==> src/sv/ipv4_header_builder_assert.svh <==
// Assertion macros used by the header builder top level.
`ifndef IPV4_HEADER_BUILDER_ASSERT_SVH
`define IPV4_HEADER_BUILDER_ASSERT_SVH

// Same-cycle implication, checked outside reset.
`define IHB_ASSERT_IMPL(lbl, ante, cons, msg) \
  lbl: assert property (@(posedge clk) disable iff (rst) (ante) |-> (cons)) \
    else $error(msg);

// Next-cycle implication, checked outside reset.
`define IHB_ASSERT_NEXT(lbl, ante, cons, msg) \
  lbl: assert property (@(posedge clk) disable iff (rst) (ante) |=> (cons)) \
    else $error(msg);

`endif

==> src/sv/ihb_pkg.sv <==
// Types and constants of the IPv4 header builder.
package ihb_pkg;

  typedef struct packed {
    logic [31:0] src_addr;
    logic [31:0] dst_addr;
    logic [15:0] total_length;
    logic [7:0]  protocol;
    logic [15:0] identification;
  } ihb_req_t;

  typedef struct packed {
    logic [15:0] header_word;
    logic [3:0]  word_index;
    logic        last;
  } ihb_res_t;

  // Header job as queued between front and back.
  typedef struct packed {
    ihb_req_t    req;
    logic [7:0]  ttl;
    logic        df;
    logic [19:0] sum;
  } ihb_job_t;

  typedef struct packed {
    logic empty;
    logic full;
  } ihb_qstat_t;

  localparam int unsigned CFG_DATA_W = 8;
  localparam int unsigned CFG_IDX_W  = 1;

  localparam logic [CFG_IDX_W-1:0] REG_TTL = 1'd0;
  localparam logic [CFG_IDX_W-1:0] REG_DF  = 1'd1;

  localparam logic [7:0] TTL_RESET = 8'hff;
  localparam logic       DF_RESET  = 1'b1;

  localparam logic [15:0] VER_IHL_WORD = 16'h4500;
  localparam logic [15:0] DF_WORD      = 16'h4000;

  localparam logic [3:0] W_VER   = 4'd0;
  localparam logic [3:0] W_LEN   = 4'd1;
  localparam logic [3:0] W_ID    = 4'd2;
  localparam logic [3:0] W_FRAG  = 4'd3;
  localparam logic [3:0] W_TTL   = 4'd4;
  localparam logic [3:0] W_CSUM  = 4'd5;
  localparam logic [3:0] W_SRC_H = 4'd6;
  localparam logic [3:0] W_SRC_L = 4'd7;
  localparam logic [3:0] W_DST_H = 4'd8;
  localparam logic [3:0] W_DST_L = 4'd9;

endpackage

==> src/sv/ihb_front.sv <==
// Front end: configuration registers and per-request checksum sum.
module ihb_front import ihb_pkg::*; (
  input  logic                 clk,
  input  logic                 rst,
  input  logic                 cfg_write,
  input  logic [CFG_IDX_W-1:0] cfg_index,
  input  logic [CFG_DATA_W-1:0] cfg_data,
  input  ihb_req_t             req,
  output ihb_job_t             job
);

  logic [7:0] ttl;
  logic       df;
  logic [15:0] frag_word;

  always_ff @(posedge clk) begin
    if (rst) begin
      ttl <= TTL_RESET;
      df  <= DF_RESET;
    end else if (cfg_write) begin
      unique case (cfg_index)
        REG_TTL: ttl <= cfg_data;
        REG_DF:  df  <= cfg_data[0];
      endcase
    end
  end

  assign frag_word = df ? DF_WORD : 16'h0000;

  // Raw sum of the nine non-checksum words; folded in the back end.
  always_comb begin
    job.req = req;
    job.ttl = ttl;
    job.df  = df;
    job.sum = 20'(VER_IHL_WORD) + 20'(req.total_length) + 20'(req.identification)
            + 20'(frag_word) + 20'({ttl, req.protocol})
            + 20'(req.src_addr[31:16]) + 20'(req.src_addr[15:0])
            + 20'(req.dst_addr[31:16]) + 20'(req.dst_addr[15:0]);
  end

endmodule

==> src/sv/ihb_queue.sv <==
// Small job queue between front and back ends.
module ihb_queue import ihb_pkg::*; #(
  parameter int unsigned DEPTH = 2
) (
  input  logic       clk,
  input  logic       rst,
  input  logic       wr,
  input  ihb_job_t   wr_job,
  input  logic       rd,
  output ihb_job_t   rd_job,
  output ihb_qstat_t stat
);

  localparam int unsigned AW = $clog2(DEPTH);
  localparam int unsigned CW = $clog2(DEPTH + 1);

  ihb_job_t        slots [DEPTH];
  logic [AW-1:0]   wptr;
  logic [AW-1:0]   rptr;
  logic [CW-1:0]   count;

  assign stat.empty = (count == '0);
  assign stat.full  = (count == CW'(DEPTH));
  assign rd_job     = slots[rptr];

  always_ff @(posedge clk) begin
    if (wr) begin
      slots[wptr] <= wr_job;
    end
  end

  always_ff @(posedge clk) begin
    if (rst) begin
      wptr  <= '0;
      rptr  <= '0;
      count <= '0;
    end else begin
      if (wr) begin
        wptr <= (wptr == AW'(DEPTH - 1)) ? '0 : wptr + 1'b1;
      end
      if (rd) begin
        rptr <= (rptr == AW'(DEPTH - 1)) ? '0 : rptr + 1'b1;
      end
      if (wr && !rd) begin
        count <= count + 1'b1;
      end else if (rd && !wr) begin
        count <= count - 1'b1;
      end
    end
  end

endmodule

==> src/sv/ihb_back.sv <==
// Back end: walks a queued job word by word into the output register.
module ihb_back import ihb_pkg::*; (
  input  logic     clk,
  input  logic     rst,
  input  logic     job_valid,
  input  ihb_job_t job,
  output logic     job_done,
  input  logic     pop,
  output logic     empty,
  output ihb_res_t res
);

  logic [3:0]  idx;
  logic        res_valid;
  logic        load;
  logic [16:0] fold1;
  logic [16:0] fold2;
  logic [15:0] csum;
  logic [15:0] word;

  assign empty    = !res_valid;
  assign load     = job_valid && (!res_valid || pop);
  assign job_done = load && (idx == W_DST_L);

  // End-around carry: two folds cover a 20-bit sum.
  assign fold1 = 17'(job.sum[15:0]) + 17'(job.sum[19:16]);
  assign fold2 = 17'(fold1[15:0]) + 17'(fold1[16]);
  assign csum  = ~fold2[15:0];

  always_comb begin
    unique case (idx)
      W_VER:   word = VER_IHL_WORD;
      W_LEN:   word = job.req.total_length;
      W_ID:    word = job.req.identification;
      W_FRAG:  word = job.df ? DF_WORD : 16'h0000;
      W_TTL:   word = {job.ttl, job.req.protocol};
      W_CSUM:  word = csum;
      W_SRC_H: word = job.req.src_addr[31:16];
      W_SRC_L: word = job.req.src_addr[15:0];
      W_DST_H: word = job.req.dst_addr[31:16];
      W_DST_L: word = job.req.dst_addr[15:0];
      default: word = 16'h0000;
    endcase
  end

  always_ff @(posedge clk) begin
    if (rst) begin
      idx       <= W_VER;
      res_valid <= 1'b0;
    end else if (load) begin
      res_valid <= 1'b1;
      idx       <= (idx == W_DST_L) ? W_VER : idx + 1'b1;
    end else if (pop) begin
      res_valid <= 1'b0;
    end
  end

  always_ff @(posedge clk) begin
    if (load) begin
      res.header_word <= word;
      res.word_index  <= idx;
      res.last        <= (idx == W_DST_L);
    end
  end

endmodule

==> src/sv/ipv4_header_builder.sv <==
// Top level of the IPv4 header builder.
//
//  channel   signals                         beat
//  request   push, full, req                 one header request
//  result    empty, pop, res                 one 16-bit header word
//  config    cfg_write, cfg_index, cfg_data  one register write
//
// Each request yields ten result beats, one per cycle while pop is held, so
// the output word port sets the sustained request rate.
// When idle, an accepted request is first written into the job queue, and
// its first word is then registered into the output register.
// The job queue holds DEPTH requests; full rises only when it is filled.
// Synchronous reset empties the queue and output register and restores TTL 255
// and don't-fragment set.
module ipv4_header_builder import ihb_pkg::*; #(
  parameter int unsigned DEPTH = 2
) (
  input  logic                  clk,
  input  logic                  rst,
  input  logic                  push,
  output logic                  full,
  input  ihb_req_t              req,
  output logic                  empty,
  input  logic                  pop,
  output ihb_res_t              res,
  input  logic                  cfg_write,
  input  logic [CFG_IDX_W-1:0]  cfg_index,
  input  logic [CFG_DATA_W-1:0] cfg_data
);

  `include "ipv4_header_builder_assert.svh"

  ihb_job_t   new_job;
  ihb_job_t   head_job;
  ihb_qstat_t qstat;
  logic       accept;
  logic       job_done;

  assign full   = qstat.full;
  assign accept = push && !qstat.full;

  ihb_front u_front (
    .clk       (clk),
    .rst       (rst),
    .cfg_write (cfg_write),
    .cfg_index (cfg_index),
    .cfg_data  (cfg_data),
    .req       (req),
    .job       (new_job)
  );

  ihb_queue #(.DEPTH(DEPTH)) u_queue (
    .clk    (clk),
    .rst    (rst),
    .wr     (accept),
    .wr_job (new_job),
    .rd     (job_done),
    .rd_job (head_job),
    .stat   (qstat)
  );

  ihb_back u_back (
    .clk       (clk),
    .rst       (rst),
    .job_valid (!qstat.empty),
    .job       (head_job),
    .job_done  (job_done),
    .pop       (pop),
    .empty     (empty),
    .res       (res)
  );

  `IHB_ASSERT_NEXT(a_queue_fill, accept, !qstat.empty, "accepted request not queued")
  `IHB_ASSERT_NEXT(a_word_seq, pop && !empty && !res.last,
    empty || (res.word_index == $past(res.word_index) + 4'd1), "word index skipped")
  `IHB_ASSERT_NEXT(a_header_restart, pop && !empty && res.last,
    empty || (res.word_index == W_VER), "header does not restart at word zero")
  `IHB_ASSERT_IMPL(a_done_has_job, job_done, !qstat.empty, "job retired from empty queue")

endmodule

==> config.mk <==
export PLATFORM = sky130hd
export DESIGN_NAME = ipv4_header_builder
export DESIGN_NICKNAME = d
export VERILOG_FILES = /design/src/sv/ihb_pkg.sv /design/src/sv/ihb_front.sv /design/src/sv/ihb_queue.sv /design/src/sv/ihb_back.sv /design/src/sv/ipv4_header_builder.sv
export VERILOG_INCLUDE_DIRS = /design/src /design/src/sv
export SDC_FILE = /design/constraint.sdc
export NUM_CORES = 1
export LEC_CHECK = 0
export BUFFER_PORTS_ARGS = -buffer_cell sky130_fd_sc_hd__buf_2
export CORE_ASPECT_RATIO = 2
export CORE_MARGIN = 1
export CORE_UTILIZATION = 51
export DETAILED_ROUTE_END_ITERATION = 10
export PLACE_DENSITY = 0.76
export SLEW_MARGIN = 20
export SYNTH_ARGS = -nofsm -noshare
export SYNTH_HDL_FRONTEND = slang
export SYNTH_SLANG_ARGS = --single-unit
==> constraint.sdc <==
create_clock -name clk -period 17.3 [get_ports clk]
set_input_delay 3.46 -clock clk [delete_from_list [all_inputs] [get_ports clk]]
set_output_delay 3.46 -clock clk [all_outputs]
set_load 0.02 [all_outputs]
==> impl_metrics.toml <==
[outcome]
status = "finished, violations left"
failed_checks = "design-rule violations"

[global_route]
track_usage = 0.237
grt_max_degree = 69
use_met1 = 0.246
overflow = 0
grt_use_met2 = 0.463
met3_usage = 0.0247
gr-max-usage-layer = "met2"
antenna_found_initial = 2
grt_first_pass_wirelength_um = 55000
grt_pass1_vias = 9872

[placed_design]
numPortBuffers = 140
dp.cells = 1591
gp_congestion = 0.891
place_ws_ps = 8810
dp_hpwl_um = 26700
placed_area_um2 = 16700

[critical_path]
path_cells = "buf_2 -> inv_1 -> fa_1 -> fa_1 -> fa_1 -> fa_1 -> inv_1 -> ha_1 -> fa_1 -> a21o_1 -> a21oi_1 -> nor2b_1 -> o311ai_1 -> a31oi_1 -> or4b_1 -> nand3_1"
worst_path_most_repeated_cell = "fa_1"
path_buf_inv = 3
crit_path_start_kind = "input pin"
cpMaxStageDelayCell = "fa_1"
end_kind = "flop"
cp_top_family = "adder cells"
max_stage_delay_ps = 550
criticalPathCategory = "in2reg"
crit_required_ps = 17710
worst-path-max-fanout = 4
crit_arrival_ps = 8350

[synth]
syn-cell-area_um2 = 15600
synthCells = 1102
seq_area_frac_synth = 0.577
synth_seq_cells = 306
synthTopCellsByCount = "edfxtp_1, inv_1, mux2i_1"
synth_top_cell_by_area = "edfxtp_1"
yosys-top-cells-area = "edfxtp_1, fa_1, mux2i_1"
synth_top_area_frac = 0.553
yosysMostFrequentCell = "edfxtp_1"
yosysUniqueCellTypes = 80
ys_async_sr_fraction = 0
synth_flop_cell = "edfxtp_1"
avgSynthCellArea_um2 = 14.1
synth_edf_count = 287
ys_warn_count = 0
syn-num-nets = 1344

[timing]
holdWs_ps = 468
fmax_mhz = 126
layout_setup_ws_ps = 9360
finalCritPeriodShare = 0.459
period_needed_ps = 7940
hold_viol_final = 0
tns_ps = 0
drv_slew = 0
rsz0062_at_grt = "no"
setup_viol = 0
slew_headroom = 0.273
clock-skew-final_ps = 12.7
tightest_slew_ps = 1080

[cells_and_area]
drive_gt1_frac = 0.192
final_cells = 1643
fin_area_um2 = 17600
nets = 1494
syn2layout_area_growth_pct = 12.8
postLayoutCoreUtil = 0.585

[route]
wirelength_um = 36400
vias = 9514
ant_nets = 0
avgViaCountPerCell = 5.79
drtPass1Iterations = 8
wl_per_cell_um = 22.2
drc_errors = 7
drt_iter0_drc = 515

[pwr]
vdd_drop_max_mv = 0.0866
power.density_nw_per_um2 = 154
power_leakage_nw = 6.55
power_mw = 2.71

[clock_tree]
cts_hold_buf = 0
clock-sinks = 306
tritoncts = "built"
h-tree-depth = 1
clk_pin_slew_ps = 60
cts_buffer_depth = 3
cts_root_buffer = "clkbuf_16"
post_cts_buffers = 0
insertion_delay_ps = 550
cts.repair.resized = 0
cts_buffers = 27

[floorplan]
ios = 141
start_util = 0.519
die_h_um = 249
die_area_um2 = 31300
die_w_um = 126
coreArea_um2 = 30100
rows = 90

[min_path]
hold_path.class = "reg2reg"

[job]
cap_viol_max_count = 0
-- layer usage --
metal	vias to the layer above	wire length [um]
met5	-	0
met4	0	1720
met3	93	1450
met2	260	20900
met1	4800	12400
li1	4361	-
-- layout make-up --
type | instances | area (um2)
flip-flops and latches | 306 | 9000
repair buffers | 154 | 806
fillers | 2342 | 12500
diodes | 2 | 5.00
well taps | 368 | 460
clock inverters | 8 | 103
clock buffers | 42 | 772
multi-input cells | 639 | 5970
inverters | 124 | 465
-- power breakdown --
| group | leakage [nW] | internal, mW | switching, mW |
|---|---|---|---|
| Combinational | 3.30 | 0.405 | 0.644 |
| Sequential | 2.83 | 1.02 | 0.0475 |
| Clock | 0.420 | 0.338 | 0.260 |
| Total | 6.55 | 1.76 | 0.951 |
-- path summary, 6_finish.rpt --
path / from / endpoint / slack, ps / cells past startpoint
hold reg to reg: u_front.ttl[6] / u_queue.slots[0][27] / 470 / 0
setup / recovery: req[2] / u_queue.slots[1][18] / 9360 / 16
hold / removal: u_front.ttl[6] / u_queue.slots[0][27] / 470 / 0
setup reg to reg: flop / u_back.res[19] / 11850 / 15
-- flip-flops by register name (all words and copies together) (netlist names), named ones only --
register          flops
u_queue.slots       266
u_back.res           21
u_front.ttl           8
u_back.idx            4
u_queue.count         2
u_back.res_valid      1
u_front.df            1
u_queue.rptr          1
u_queue.wptr          1
-- logic make-up after synthesis --
group	after synthesis	share of synthesized area
flip-flops	306	0.577
AND/OR/NAND/NOR	190	0.0673
AO/OA/AOI/OAI	180	0.0811
buffers and inverters	157	0.0416
adder cells (fa/ha/maj)	124	0.139
multiplexers	105	0.0705
XOR/XNOR	40	0.0239
-- cells in the final DEF (no fill, tap or decap), types with 17 or more instances in the layout --
cell type and n:
nand2_1 32, mux2i_1 88, nor2_1 49, buf_2 140, ha_1 43, o21ai_0 18, dfxtp_1 18, a22oi_1 17
nand3_1 18, clkbuf_16 27, edfxtp_1 287, xor2_1 21, inv_1 123, a21oi_1 42, o22ai_1 33, fa_1 81
No activity file was read; power rests on OpenSTA's default activity.
